==> config.mk <==
export PLATFORM = sky130hd
export DESIGN_NAME = smsd_ring_cell
export DESIGN_NICKNAME = d
export VERILOG_FILES = /design/src/rtl/core/smsd_pkg.sv /design/src/rtl/core/smsd_ring_cell.sv
export SDC_FILE = /design/constraint.sdc
export NUM_CORES = 1
export LEC_CHECK = 0
export ABC_CLOCK_PERIOD_IN_PS = 1900
export BUFFER_PORTS_ARGS = -buffer_cell sky130_fd_sc_hd__buf_2
export CORE_MARGIN = 2
export CORE_UTILIZATION = 25
export DETAILED_ROUTE_END_ITERATION = 7
export PLACE_DENSITY = 0.57
export SLEW_MARGIN = 20
export SYNTH_ARGS = -nofsm -noshare
export SYNTH_HDL_FRONTEND = slang
export SYNTH_SLANG_ARGS = --single-unit
==> constraint.sdc <==
create_clock -name i_clk -period 1.9 [get_ports i_clk]
set_clock_uncertainty 0.2 [all_clocks]
set_input_delay 0 -clock i_clk [delete_from_list [all_inputs] [get_ports i_clk]]
set_output_delay 0 -clock i_clk [all_outputs]
set_load 0.005 [all_outputs]
==> src/rtl/core/smsd_pkg.sv <==
package smsd_pkg;

    localparam int CFG_W   = 7;
    localparam int COUNT_W = 32;

    localparam logic [COUNT_W-1:0] COUNT_MAX = {COUNT_W{1'b1}};

    // Step control broadcast to every cell of both rows
    typedef struct packed {
        logic load;     // a sample transfer happens this cycle
        logic rem_en;   // window is full: the oldest sample leaves
    } t_step_ctl;

endpackage

==> src/rtl/core/smsd_ring_cell.sv <==
module smsd_ring_cell
    import smsd_pkg::*;
#(
    parameter int SAMPLE_BITS = 16
) (
    input  logic                   i_clk,
    input  t_step_ctl              i_ctl,
    input  logic [SAMPLE_BITS-1:0] i_prev,
    input  logic                   i_sel,
    output logic [SAMPLE_BITS-1:0] o_val,
    output logic [SAMPLE_BITS-1:0] o_pick
);

    logic [SAMPLE_BITS-1:0] r_val;

    // advance the arrival line by one tap per transfer
    always_ff @(posedge i_clk) begin
        if (i_ctl.load) begin
            r_val <= i_prev;
        end
    end

    assign o_val  = r_val;
    assign o_pick = i_sel ? r_val : '0;

endmodule

==> impl_metrics.env, run 1 <==
export IMPL_grt_overflow_total=0
export IMPL_start_kind="register"
export IMPL_die_area_um2=2840
export IMPL_cts_root_buf="clkbuf_4"
export IMPL_slowest_stage="edfxtp_1"
export IMPL_cts_made_buffers=3
export IMPL_setup_viol=0
export IMPL_hold_viol=0
export IMPL_cp_end_kind="output port"
export IMPL_power_density_nw_per_um2=675
export IMPL_grt_pass1_wl_um=1950
export IMPL_tightestPinTransition_ns=0.342
export IMPL_finalCriticalPeriod_ns=1.19
export IMPL_nets=124
export IMPL_p_leak_nw=0.504
export IMPL_coreArea_um2=2250
export IMPL_row_count=17
export IMPL_min_from="i_prev[2]"
export IMPL_largest_register_ffs=16
export IMPL_grt_start_max_net_pins=17
export IMPL_n_antenna_cell=0
export IMPL_remaining_drc_errors=0
export IMPL_io_buffers=50
export IMPL_total_power_uw=728
export IMPL_crit_chain="and2_2, buf_2"
export IMPL_grt_pass1_vias=488
export IMPL_ys_seq_elements=16
export IMPL_initial_core_util_pct=26.9
export IMPL_final_setup_tns_ns=0
export IMPL_syn_avg_cell_area_um2=18.4
export IMPL_cp_startpoint="o_val[3]$_DFFE_PP_"
export IMPL_synth_area_um2=607
export IMPL_drt_initial_drc_count=4
export IMPL_synth_cell_types=4
export IMPL_die_x_um=53.3
export IMPL_syn_nets=53
export IMPL_worst_slack_ns=0.708
export IMPL_cp_arrival_ns=0.99
export IMPL_routabilityCongestion=0.654
export IMPL_track_usage_pct=9.67
export IMPL_cap_violations=0
export IMPL_cp_max_fo=2
export IMPL_grt_antenna_before_repair=0
export IMPL_rsz0062_at_grt="no"
export IMPL_cts_tree="built"
export IMPL_dp_cells=110
export IMPL_hp_class="input pin to register"
export IMPL_maxSlewHeadroom_pct=77.2
export IMPL_finalNonFillerCells=131
export IMPL_vias=510
export IMPL_io_pins=52
export IMPL_wl_per_cell_um=10.8
export IMPL_critPathKind="register to output port"
export IMPL_cts_resized=0
export IMPL_status="completed"
export IMPL_pre_cts_ws_ns=1.01
export IMPL_required_ns=1.70
export IMPL_routed_wl_um=1410
export IMPL_synth_cells=33
export IMPL_ant_nets=0
export IMPL_htreeDepth=1
export IMPL_finalCritPeriodShare_pct=62.7
export IMPL_yosysWarnings=0
export IMPL_synthToLayoutAreaGrowth_pct=77.5
export IMPL_fp_dieH_um=53.3
export IMPL_max_stage_delay_ns=0.40
export IMPL_vdd_drop_max_mv=0.357
export IMPL_clock_sinks=16
export IMPL_drv_slew=0
export IMPL_ys_seq_area_share_pct=79.2
export IMPL_avgViaCountPerCell=3.89
export IMPL_max_freq_mhz=839
export IMPL_path_clk_slew_ns=0.09
export IMPL_layout_drive_gt1_share_pct=63.1
export IMPL_clockBufferDepth=2
export IMPL_first_pass_iters=3
export IMPL_fin_hold_ws_ns=0.230
-- where the power goes --
part	switching, mW	internal, mW
Clock	0.0965	0.0759
Sequential	0.0106	0.419
Combinational	0.0453	0.0800
-- metal layers --
metal	vias to the layer above	wire (um)	global-route usage, %
li1	254	-	-
met1	234	472	9.84
met2	22	886	19.5
met3	0	55	0
met4	0	0	5.13
met5	-	0	0
-- metrics by stage --
stage | instance area [um^2] | utilization, %
after floorplan | 607 | -
after global placement | 881 | 39.1
after detailed placement | 881 | 39.1
after CTS | 1080 | 47.8
after global routing | 1080 | 47.8
final | 1080 | 47.8
-- cell usage after synthesis --
cell	count	area share (%)
buf_6	1	1.9
and2_2	12	15
edfxtp_1	16	79
and2_1	4	4.1
-- layout make-up --
type | count | area, um^2
fill | 217 | 1180
sequential | 16 | 480
timing repair buffer | 67 | 420
multi-input combinational | 16 | 115
tap | 28 | 35.0
clock buffer | 3 | 22.5
clock inverter | 1 | 3.75
-- kinds of logic after synthesis --
group | after synthesis | synth area share, %
buffers and inverters | 1 | 1.86
flip-flops | 16 | 79.2
AND/OR/NAND/NOR | 16 | 19.0
-- critical path: cells and delay by family, from the launching register on --
kind / cells / cell delay, ns
buffers and inverters: 1 / 0.12
AND/OR/NAND/NOR: 1 / 0.20
flip-flops: 1 / 0.40
-- placed cells by master, fill, tap and decap left out --
master and count:
clkinv_1 1, and2_1 4, dlygate4sd3_1 17, buf_2 50, edfxtp_1 16, clkbuf_4 3, and2_2 12
-- worst paths after layout --
| path | slack (ns) | to | depth (start not counted) |
|---|---|---|---|
| worst max-delay path | 0.71 | o_pick[3] | 2 |
| worst min-delay path | 0.23 | o_val[2]$_DFFE_PP_ | 2 |
-- timing repair --
item,in CTS,in global routing
hold endpoints to repair,32,0
hold buffers,17,0
buffers inserted,0,0
Note: power is estimated with default switching activity, not from simulation.
==> run 2, diff against run 1 <==
--- a/config.mk
+++ b/config.mk
@@ -5,12 +5,12 @@
 export SDC_FILE = /design/constraint.sdc
 export NUM_CORES = 1
 export LEC_CHECK = 0
-export ABC_CLOCK_PERIOD_IN_PS = 1900
+export ABC_CLOCK_PERIOD_IN_PS = 1000
 export BUFFER_PORTS_ARGS = -buffer_cell sky130_fd_sc_hd__buf_2
 export CORE_MARGIN = 2
 export CORE_UTILIZATION = 25
 export DETAILED_ROUTE_END_ITERATION = 7
-export PLACE_DENSITY = 0.57
+export PLACE_DENSITY = 0.59
 export SLEW_MARGIN = 20
 export SYNTH_ARGS = -nofsm -noshare
 export SYNTH_HDL_FRONTEND = slang
==> constraint.sdc (replaced) <==
create_clock -name i_clk -period 1 [get_ports i_clk]
set_clock_uncertainty 0.2 [all_clocks]
set_input_delay 0 -clock i_clk [delete_from_list [all_inputs] [get_ports i_clk]]
set_output_delay 0 -clock i_clk [all_outputs]
set_load 0.005 [all_outputs]
==> impl_metrics.env, run 2 (synthesis results as in run 1) <==
export IMPL_ant_nets=0
export IMPL_critPathKind="register to output port"
export IMPL_finalCritPeriodShare_pct=117
export IMPL_grt_start_max_net_pins=17
export IMPL_p_clk_share_pct=22.3
export IMPL_grt_pass1_vias=494
export IMPL_placed_area_um2=881
export IMPL_n_antenna_cell=0
export IMPL_dp_cells=110
export IMPL_grt_pass1_wl_um=2270
export IMPL_setup_viol=30
export IMPL_cp_depth=2
export IMPL_row_count=17
export IMPL_hp_class="input pin to register"
export IMPL_clock_sinks=16
export IMPL_netSwitchingPower_uw=313
export IMPL_m1WireLength_um=512
export IMPL_grt_overflow_total=0
export IMPL_comb_power_share_pct=22.1
export IMPL_path_clk_slew_ns=0.09
export IMPL_fin_hold_ws_ns=-0.0479
export IMPL_largest_register_ffs=16
export IMPL_nets=126
export IMPL_p_seq_share_pct=55.6
export IMPL_fin_util_pct=53.2
export IMPL_mostFrequentLayoutCells="35 x buf_2, 16 x dlygate4sd3_1, 16 x edfxtp_1"
export IMPL_cp_startpoint="o_val[9]$_DFFE_PP_"
export IMPL_cap_violations=0
export IMPL_coreArea_um2=2250
export IMPL_clockBufferDepth=2
export IMPL_pre_cts_ws_ns=0.111
export IMPL_required_ns=0.80
export IMPL_swShare_pct=21.2
export IMPL_max_stage_delay_ns=0.40
export IMPL_p_leak_nw=0.551
export IMPL_nFillCells=218
export IMPL_wl_met3_um=54
export IMPL_hold_buffers=16
export IMPL_total_power_mw=1.48
export IMPL_vdd_drop_max_mv=0.893
export IMPL_final_common_cell="buf_2"
export IMPL_htreeDepth=1
export IMPL_cp_max_fo=2
export IMPL_routabilityCongestion=0.610
export IMPL_fp_dieH_um=53.3
export IMPL_tightestPinTransition_ns=0.360
export IMPL_violations="hold timing, setup timing"
export IMPL_wl_met2_um=1010
export IMPL_cp_num_buf_inv=1
export IMPL_crit_family="flip-flops"
export IMPL_synthToLayoutAreaGrowth_pct=97.5
export IMPL_worst_slack_ns=-0.173
export IMPL_p_int_mw=1.17
export IMPL_track_usage_pct=11.9
export IMPL_cts_made_buffers=3
export IMPL_start_kind="register"
export IMPL_die_area_um2=2840
export IMPL_routed_wl_um=1650
export IMPL_vias=543
export IMPL_die_x_um=53.3
export IMPL_cp_end_kind="output port"
export IMPL_initial_core_util_pct=26.9
export IMPL_route_top_layer_used="met4"
export IMPL_power_density_nw_per_um2=1230
export IMPL_crit_end="o_pick[9]"
export IMPL_final_setup_tns_ns=-2.77
export IMPL_crit_chain="and2_1, buf_2"
export IMPL_remaining_drc_errors=0
export IMPL_drt_initial_drc_count=2
export IMPL_hold_viol=16
export IMPL_io_buffers=50
export IMPL_first_pass_iters=3
export IMPL_drv_slew=0
export IMPL_avgViaCountPerCell=4.08
export IMPL_io_pins=52
export IMPL_finalNonFillerCells=133
export IMPL_cp_arrival_ns=0.97
export IMPL_cts_root_buf="clkbuf_4"
export IMPL_cts_tree="built"
export IMPL_grt_antenna_before_repair=0
export IMPL_max_freq_mhz=852
export IMPL_maxSlewHeadroom_pct=76.0
export IMPL_slowest_stage="edfxtp_1"
export IMPL_status="finished with violations"
export IMPL_rsz0062_at_grt="yes"
export IMPL_finalCriticalPeriod_ns=1.17
export IMPL_wl_per_cell_um=12.4
export IMPL_layout_drive_gt1_share_pct=64.8
export IMPL_design_area_um2=1200
-- run 2: cell types whose count changed in the layout (fill, tap and decap cells not counted) --
| cell | delta |
|---|---|
| and2_4 | +12 |
| buf_2 | -15 |
| buf_4 | +3 |
| dlygate4sd3_1 | -1 |
| and2_2 | -12 |
| buf_6 | +15 |
-- run 2: final cells by class --
class | count | area [um^2] | share of cell area (%)
Clock buffer | 3 | 22.5 | 1.88
Clock inverter | 1 | 3.75 | 0.313
Multi-Input combinational cell | 16 | 130 | 10.9
Sequential cell | 16 | 480 | 40.1
Tap cell | 28 | 35.0 | 2.92
Timing Repair Buffer | 69 | 527 | 43.9
-- run 2: power groups by stage --
| stage | sequential [mW] | combinational, mW | clock [mW] |
|---|---|---|---|
| 2_1_floorplan | 0.840 | 0.0493 | 0 |
| 3_3_place_gp | 0.830 | 0.188 | 0 |
| 3_5_place_dp | 0.833 | 0.189 | 0 |
| 4_1_cts | 0.820 | 0.324 | 0.353 |
| 5_1_grt | 0.827 | 0.354 | 0.398 |
| 6_report | 0.822 | 0.327 | 0.330 |
-- run 2: per-layer routing --
metal | vias to the layer above | global-route usage (%)
li1 | 260 | -
met1 | 254 | 11.1
met2 | 23 | 22.2
met3 | 6 | 1.69
met4 | 0 | 10.3
met5 | - | 0
-- run 2: how the worst min path moves through the flow --
stage	start	end	slack, ns	cells after the start
final	i_ctl[1]	o_val[9]$_DFFE_PP_	-0.05	1
after global routing	i_ctl[1]	o_val[9]$_DFFE_PP_	-0.06	1
after CTS	i_ctl[1]	o_val[6]$_DFFE_PP_	-0.06	1
after detailed placement	i_prev[3]	o_val[3]$_DFFE_PP_	-0.02	1
after global placement	i_prev[7]	o_val[7]$_DFFE_PP_	-0.02	1
after floorplan	i_prev[0]	o_val[0]$_DFFE_PP_	-0.10	0
-- run 2: repair_timing --
| action | in CTS | in global routing |
|---|---|---|
| hold endpoints to repair | 32 | 16 |
| resized for setup | 27 | 0 |
| pin swaps | 1 | 0 |
| setup buffers | 3 | 0 |
| setup endpoints to repair | 32 | 32 |
