$ cat config.mk
export PLATFORM = sky130hd
export DESIGN_NAME = smsd_sort_cell
export DESIGN_NICKNAME = d
export VERILOG_FILES = /design/src/rtl/core/smsd_pkg.sv /design/src/rtl/core/smsd_sort_cell.sv
export SDC_FILE = /design/constraint.sdc
export NUM_CORES = 1
export LEC_CHECK = 0
export BUFFER_PORTS_ARGS = -buffer_cell sky130_fd_sc_hd__buf_2
export CORE_UTILIZATION = 30
export CTS_BUF_LIST = sky130_fd_sc_hd__clkbuf_8
export CTS_CLUSTER_DIAMETER = 50
export DETAILED_ROUTE_END_ITERATION = 6
export GPL_TIMING_DRIVEN = 0
export HOLD_SLACK_MARGIN = 0.05
export PLACE_DENSITY = 0.57
export SETUP_SLACK_MARGIN = 0.02
export SYNTH_ARGS = -nofsm -noshare
export SYNTH_HDL_FRONTEND = slang
export SYNTH_SLANG_ARGS = --single-unit
export TNS_END_PERCENT = 30
$ cat constraint.sdc
create_clock -name i_clk -period 5.5 [get_ports i_clk]
set_input_delay 0.275 -clock i_clk [delete_from_list [all_inputs] [get_ports i_clk]]
set_output_delay 0.275 -clock i_clk [all_outputs]
set_load 0.02 [all_outputs]
$ cat src/rtl/core/smsd_pkg.sv
package smsd_pkg;

    localparam int CFG_W   = 7;
    localparam int COUNT_W = 32;

    localparam logic [COUNT_W-1:0] COUNT_MAX = {COUNT_W{1'b1}};

    // Step control broadcast to every cell of both rows
    typedef struct packed {
        logic load;     // a sample transfer happens this cycle
        logic rem_en;   // window is full: the oldest sample leaves
    } t_step_ctl;

endpackage

$ cat src/rtl/core/smsd_sort_cell.sv
module smsd_sort_cell
    import smsd_pkg::*;
#(
    parameter int SAMPLE_BITS = 16,
    parameter int LEN_W       = 7,
    parameter int CELL_IDX    = 0
) (
    input  logic                   i_clk,
    input  t_step_ctl              i_ctl,
    input  logic [LEN_W-1:0]       i_keep_cnt,
    input  logic [SAMPLE_BITS-1:0] i_sample,
    input  logic [SAMPLE_BITS-1:0] i_oldest,
    input  logic [SAMPLE_BITS-1:0] i_right_val,
    input  logic [SAMPLE_BITS-1:0] i_left_w,
    input  logic                   i_left_le,
    input  logic                   i_sel_lo,
    input  logic                   i_sel_hi,
    output logic [SAMPLE_BITS-1:0] o_w,
    output logic                   o_le,
    output logic [SAMPLE_BITS-1:0] o_val,
    output logic [SAMPLE_BITS-1:0] o_lo,
    output logic [SAMPLE_BITS-1:0] o_hi
);

    logic [SAMPLE_BITS-1:0] r_val;
    logic [SAMPLE_BITS-1:0] n_val;
    logic                   in_win;

    // Entries at or past the first copy of the oldest value close the gap
    assign o_w    = (i_ctl.rem_en && (r_val >= i_oldest)) ? i_right_val : r_val;
    assign in_win = LEN_W'(CELL_IDX) < i_keep_cnt;
    assign o_le   = in_win && (o_w <= i_sample);

    // keep, take the new sample, or take the left neighbor's survivor
    always_comb begin
        priority if (o_le) begin
            n_val = o_w;
        end else if (i_left_le) begin
            n_val = i_sample;
        end else begin
            n_val = i_left_w;
        end
    end

    always_ff @(posedge i_clk) begin
        if (i_ctl.load) begin
            r_val <= n_val;
        end
    end

    assign o_val = r_val;
    assign o_lo  = i_sel_lo ? r_val : '0;
    assign o_hi  = i_sel_hi ? r_val : '0;

endmodule

==> results.sh, run 1 <==
export IMPL_synth_fp_nets=330
export IMPL_cts_tree="yes"
export IMPL_cts_max_level=1
export IMPL_antennaDiodeCount=0
export IMPL_rsz0062_at_grt="no"
export IMPL_required_ns=5.22
export IMPL_synthArstFlopShare_pct=0
export IMPL_core_area_um2=6870
export IMPL_fin_ws_ns=0.520
export IMPL_yosys_most_used_dff="edfxtp_1"
export IMPL_period_share_pct=90.6
export IMPL_die_h_um=86.6
export IMPL_nNetsFinal=475
export IMPL_grt_pass1_vias=1982
export IMPL_placementRows=30
export IMPL_p_per_area_nw_per_um2=311
export IMPL_fin_setup_tns_ns=0
export IMPL_final_layout_size_suffix_gt1_share_pct=52.9
export IMPL_synth_area_per_cell_um2=9.73
export IMPL_overflow=0
export IMPL_cts_buffer_depth=2
export IMPL_outcome="complete, no violations"
export IMPL_syn_instance_count=221
export IMPL_ys_ff_latch=16
export IMPL_p_clk_share_pct=9.9
export IMPL_synthDistinctLibCells=28
export IMPL_synth_edf_count=16
export IMPL_fmax_mhz=201
export IMPL_placement_io_buffers=140
export IMPL_clock_sinks=16
export IMPL_switchingPower_w=0.000426
export IMPL_dp_cells=457
export IMPL_leakagePower_nw=1.64
export IMPL_largest_reg_flops=16
export IMPL_ios=142
export IMPL_antenna_found_initial=0
export IMPL_dieWidth_um=86.6
export IMPL_max_vdd_ir_drop_uv=152
export IMPL_grt_max_degree=17
export IMPL_cp_max_fo=10
export IMPL_final_cells=461
export IMPL_vias_per_cell=4.56
export IMPL_vias=2100
export IMPL_place_ws_ns=0.365
export IMPL_clk_latency_ns=0.25
export IMPL_gp_congestion=0.782
export IMPL_synth_cell_area_um2=2150
export IMPL_cts_clk_slew_worst_paths_ns=0.07
export IMPL_seq_area_frac_synth_pct=22.4
export IMPL_end_kind="output pin"
export IMPL_final_util_pct=44.0
export IMPL_grt_pass1_wl_um=9470
export IMPL_setup_viol=0
export IMPL_intPower_w=0.000515
export IMPL_critPathKind="register to output pin"
export IMPL_seqPwrFrac_pct=23.4
export IMPL_worst_slew_pin_slew_ns=0.648
export IMPL_routedWlPerCell_um=13.5
export IMPL_initial_core_util_pct=31.3
export IMPL_wl_um=6240
export IMPL_maxCapViolCount=0
export IMPL_first_iter_violations=29
export IMPL_first_pass_iters=4
export IMPL_fillers=718
export IMPL_hpwl_um=5210
export IMPL_ant_nets=0
export IMPL_fin_crit_ns=4.98
export IMPL_cp_arrival_ns=4.71
export IMPL_syn2layout_area_growth_pct=40.6
export IMPL_p_sw_share_pct=45.3
export IMPL_maxSlewHeadroom_pct=56.8
export IMPL_drv_slew=0
export IMPL_clockRootBuffer="clkbuf_8"
export IMPL_startpoint_type="register"
export IMPL_skew_ns=0.00541
export IMPL_dieArea_um2=7510
export IMPL_p_total_w=0.000941
export IMPL_min_path_type="primary input to register"
export IMPL_drc=0
export IMPL_comb_power_share_pct=66.6
export IMPL_grt_use_total_pct=16.4
export IMPL_cts_made_buffers=3
export IMPL_synth_warnings=0
export IMPL_finalHoldViolations=0
==> layer usage <==
metal | track usage [%] | vias to the layer above | share of wire [%]
met5 | 0 | - | 0
met4 | 4.09 | 0 | 0.74
met3 | 1.71 | 4 | 4.4
met2 | 29.3 | 67 | 49
met1 | 21.0 | 964 | 46
li1 | - | 1065 | -
==> through the flow <==
stage               area, um^2  hold slack [ns]
floorplan                 2150            0.387
global placement          2970            0.635
detailed placement        2970            0.658
CTS                       3020            0.390
global route              3020            0.416
finish                    3020            0.385
==> worst paths after layout <==
kind	end	slack (ns)	cells past startpoint	startpoint
setup / recovery	o_le	0.52	15	o_val[15]$_DFFE_PP_
hold / removal	o_val[0]$_DFFE_PP_	0.39	3	i_left_w[0]
setup reg to reg	o_val[10]$_DFFE_PP_	0.63	15	o_val[15]$_DFFE_PP_
hold reg to reg	o_val[9]$_DFFE_PP_	0.83	2	o_val[9]$_DFFE_PP_
==> cells in the final DEF (no fill, tap or decap), types with 2 or more instances in the layout <==
cell and count:
a21oi_1 14, and2_1 32, buf_2 140, buf_6 2, clkbuf_1 4, clkbuf_8 3, edfxtp_1 16, ha_1 32
inv_1 35, mux2_2 31, mux2_4 14, mux2i_1 3, nand2_1 9, nand3_1 2, nand4_1 5, nor2_1 2
nor2b_1 3, nor4_1 2, o21ai_0 4
==> critical path, cell delays in order, from the launching register on <==
cell and delay [ns]:
edfxtp_1 0.51, ha_1 0.37, nand4_1 0.12, nor3_1 0.38, o311ai_2 0.21, a31oi_4 0.40
buf_6 0.25, mux2_4 0.34, ha_1 0.29, a21oi_1 0.14, o21ai_0 0.10, a221oi_1 0.35
nor2_1 0.12, nor3_4 0.44, buf_6 0.25, buf_2 0.18
==> power by group through the flow <==
| stage | combinational [W] | clock, W | sequential [W] |
|---|---|---|---|
| floorplan | 0.000410 | 0 | 0.000243 |
| global placement | 0.000623 | 0 | 0.000224 |
| detailed placement | 0.000628 | 0 | 0.000224 |
| CTS | 0.000632 | 0.0000991 | 0.000222 |
| global route | 0.000688 | 0.000103 | 0.000227 |
| finish | 0.000627 | 0.0000936 | 0.000220 |
==> area by class of cell <==
cell class | instances | area, um^2 | area share (%)
buffer | 6 | 37.5 | 1.24
inverter | 35 | 131 | 4.35
timing repair buffer | 140 | 701 | 23.2
clock buffer | 3 | 41.3 | 1.37
multi-input combinational | 164 | 1510 | 49.9
tap | 96 | 120 | 3.98
clock inverter | 1 | 3.75 | 0.124
sequential | 16 | 480 | 15.9
==> what timing repair did <==
action / CTS / global route
endpoints found under the setup margin: 0 / 1
setup buffers: 0 / 0
resized for setup: 0 / 1
hold buffers: 0 / 0
==> Yosys cell counts, types with 3 or more instances <==
master	number	area share, %
nand2_1	9	1.6
edfxtp_1	16	22
mux2_2	31	16
nand4_1	5	1.5
a21oi_1	14	3.3
ha_1	32	19
and2_1	32	9.3
nor2b_1	3	0.87
mux2_4	14	9.8
mux2i_1	3	1.4
o21ai_0	4	0.93
inv_1	35	6.1
clkbuf_1	4	0.70
==> kinds of logic (layout without fill, tap and decap cells) <==
| group | count (synthesis) | count (layout) | share of synthesized area, % |
|---|---|---|---|
| buf+inv | 41 | 185 | 7.86 |
| compound gates | 25 | 25 | 7.80 |
| simple gates | 59 | 59 | 15.9 |
| flops | 16 | 16 | 22.4 |
| mux | 48 | 48 | 27.4 |
| fa+ha+maj | 32 | 32 | 18.6 |
Power figures use the tool's default switching activity.
==> run 2: changes to the inputs <==
--- a/config.mk
+++ b/config.mk
@@ -5,6 +5,7 @@
 export SDC_FILE = /design/constraint.sdc
 export NUM_CORES = 1
 export LEC_CHECK = 0
+export ABC_AREA = 1
 export BUFFER_PORTS_ARGS = -buffer_cell sky130_fd_sc_hd__buf_2
 export CORE_UTILIZATION = 30
 export CTS_BUF_LIST = sky130_fd_sc_hd__clkbuf_8
@@ -12,7 +13,7 @@
 export DETAILED_ROUTE_END_ITERATION = 6
 export GPL_TIMING_DRIVEN = 0
 export HOLD_SLACK_MARGIN = 0.05
-export PLACE_DENSITY = 0.57
+export PLACE_DENSITY = 0.54
 export SETUP_SLACK_MARGIN = 0.02
 export SYNTH_ARGS = -nofsm -noshare
 export SYNTH_HDL_FRONTEND = slang
==> results.sh, run 2 <==
export IMPL_grt_pass1_vias=2523
export IMPL_grt_pass1_wl_um=11500
export IMPL_ios=142
export IMPL_placementRows=33
export IMPL_critPathKind="register to output pin"
export IMPL_cts_buffer_depth=2
export IMPL_vias=2802
export IMPL_p_per_area_nw_per_um2=557
export IMPL_synth_fp_nets=507
export IMPL_antenna_found_initial=0
export IMPL_synth_top_area_share_pct=19.0
export IMPL_clock_sinks=16
export IMPL_clockRootBuffer="clkbuf_8"
export IMPL_cts_clk_slew_worst_paths_ns=0.06
export IMPL_synthArstFlopShare_pct=0
export IMPL_seq_area_frac_synth_pct=19.0
export IMPL_maxCapViolCount=0
export IMPL_layout_commonest_cell="buf_2"
export IMPL_grt_max_degree=17
export IMPL_p_total_w=0.00189
export IMPL_nNetsFinal=650
export IMPL_slowest_delay_ns=0.49
export IMPL_hold_depth=5
export IMPL_synth_area_per_cell_um2=6.34
export IMPL_postCtsSetupBuffers=0
export IMPL_fin_crit_ns=3.87
export IMPL_drc=0
export IMPL_final_layout_size_suffix_gt1_share_pct=33.2
export IMPL_end_kind="output pin"
export IMPL_clk_latency_ns=0.25
export IMPL_ys_top_cells_by_area="edfxtp_1, ha_1, inv_1"
export IMPL_hpwl_um=6340
export IMPL_finalHoldViolations=0
export IMPL_min_path_type="primary input to register"
export IMPL_fmax_mhz=258
export IMPL_synth_warnings=0
export IMPL_yosys_most_used_dff="edfxtp_1"
export IMPL_synth_area_leader_cell="edfxtp_1"
export IMPL_initial_core_util_pct=30.9
export IMPL_r2r_cells=20
export IMPL_first_iter_violations=123
export IMPL_placement_io_buffers=138
export IMPL_synth_cell_area_um2=2520
export IMPL_setup_viol=0
export IMPL_grt_use_total_pct=16.5
export IMPL_leakagePower_nw=2.21
export IMPL_outcome="complete, no violations"
export IMPL_synth_edf_count=16
export IMPL_hold_buffers=0
export IMPL_core_area_um2=8180
export IMPL_ant_nets=0
export IMPL_dp_cells=641
export IMPL_routedWlPerCell_um=11.5
export IMPL_rsz0062_at_grt="no"
export IMPL_ys_ff_latch=16
export IMPL_antennaDiodeCount=0
export IMPL_cp_slowest_cell="edfxtp_1"
export IMPL_worst_slew_pin_slew_ns=0.513
export IMPL_gp_congestion=0.928
export IMPL_fin_setup_tns_ns=0
export IMPL_cts_max_level=1
export IMPL_cts_made_buffers=3
export IMPL_dieArea_um2=8780
export IMPL_mostFrequentLayoutCells="buf_2, inv_1, nand2_1"
export IMPL_cp_arrival_ns=3.60
export IMPL_vias_per_cell=4.35
export IMPL_first_pass_iters=4
export IMPL_fillers=895
export IMPL_final_cells=644
export IMPL_max_vdd_ir_drop_uv=241
export IMPL_overflow=0
export IMPL_required_ns=5.22
export IMPL_dieWidth_um=93.7
export IMPL_drv_slew=0
export IMPL_syn_instance_count=398
export IMPL_largest_reg_flops=16
export IMPL_cp_max_fo=10
export IMPL_startpoint_type="register"
export IMPL_synthTopCellsByCount="inv_1, nand2_1, ha_1"
export IMPL_maxSlewHeadroom_pct=65.8
export IMPL_yosysMostFrequentCell="inv_1"
export IMPL_wl_um=7390
export IMPL_skew_ns=0.00264
export IMPL_syn2layout_area_growth_pct=34.2
export IMPL_synthDistinctLibCells=28
export IMPL_cts_tree="yes"
export IMPL_period_share_pct=70.4
export IMPL_die_h_um=93.7
export IMPL_crit_chain="ha_1, a21oi_1, o21ai_0, a21oi_2, nand2_4, nand2_4, buf_12, nand2_2, and2_1, ha_1, nand2_1, nand2_1, nand3_1, a21oi_1, nor2_1, nand2_2, a21oi_4, buf_6, buf_2"
export IMPL_ctsResizeCount=0
## run 2: cell types whose count changed in the layout (fill, tap and decap cells not counted), sizes merged, moves of 17 or more
cell / change
nor2: +26
mux2: -44
inv: +68
nand3: +32
and2: -17
nand2: +107
## run 2: power breakdown
part	switching, W	internal, W
Combinational	0.000934	0.000533
Sequential	0.0000920	0.000241
Clock	0.0000397	0.0000485
## run 2: cell type report
class | instances | area, um^2 | share of cell area [%]
plain buffers | 13 | 88.8 | 2.62
clock buffers | 3 | 41.3 | 1.22
inverters | 103 | 387 | 11.4
multi-input cells | 266 | 1570 | 46.3
flip-flops and latches | 16 | 480 | 14.2
well taps | 105 | 131 | 3.88
repair buffers | 138 | 691 | 20.4
## run 2: path summary, 6_finish.rpt
| path | from | endpoint | slack, ns |
|---|---|---|---|
| max | o_val[15]$_DFFE_PP_ | o_le | 1.63 |
| min | i_right_val[1] | o_val[1]$_DFFE_PP_ | 0.44 |
| max reg2reg | o_val[15]$_DFFE_PP_ | o_val[13]$_DFFE_PP_ | 2.07 |
| min reg2reg | o_val[0]$_DFFE_PP_ | o_val[0]$_DFFE_PP_ | 0.78 |
## run 2: worst max-delay path, delay by kind of cell, from the launching register on
family / cells / cell delay, ns
flops: 1 / 0.49
compound gates: 5 / 0.75
fa+ha+maj: 2 / 0.65
buf+inv: 3 / 0.55
simple gates: 9 / 0.88
## run 2: logic make-up after synthesis
group / after synthesis / synth area share (%)
flops: 16 / 19.0
mux: 1 / 0.446
buf+inv: 116 / 18.8
compound gates: 35 / 7.89
simple gates: 198 / 37.9
fa+ha+maj: 32 / 15.9
## run 2: metal layers
metal,GRT usage [%],part of all wire (%),vias to the layer above
met1,22.2,48,1222
met3,1.38,4.1,8
met5,0,0,-
li1,-,-,1493
met4,5.64,1.4,0
met2,27.7,47,79
## run 2: per-stage QoR
stage / hold WS, ns / cell area [um^2] / utilization [%] / worst slack (ns)
finish: 0.438 / 3390 / 41.4 / 1.63
global route: 0.473 / 3390 / 41.4 / 1.38
CTS: 0.440 / 3390 / 41.4 / 1.63
detailed placement: 0.693 / 3340 / 40.9 / 1.91
global placement: 0.687 / 3340 / 40.9 / 1.91
floorplan: 0.387 / 2520 / - / 2.26
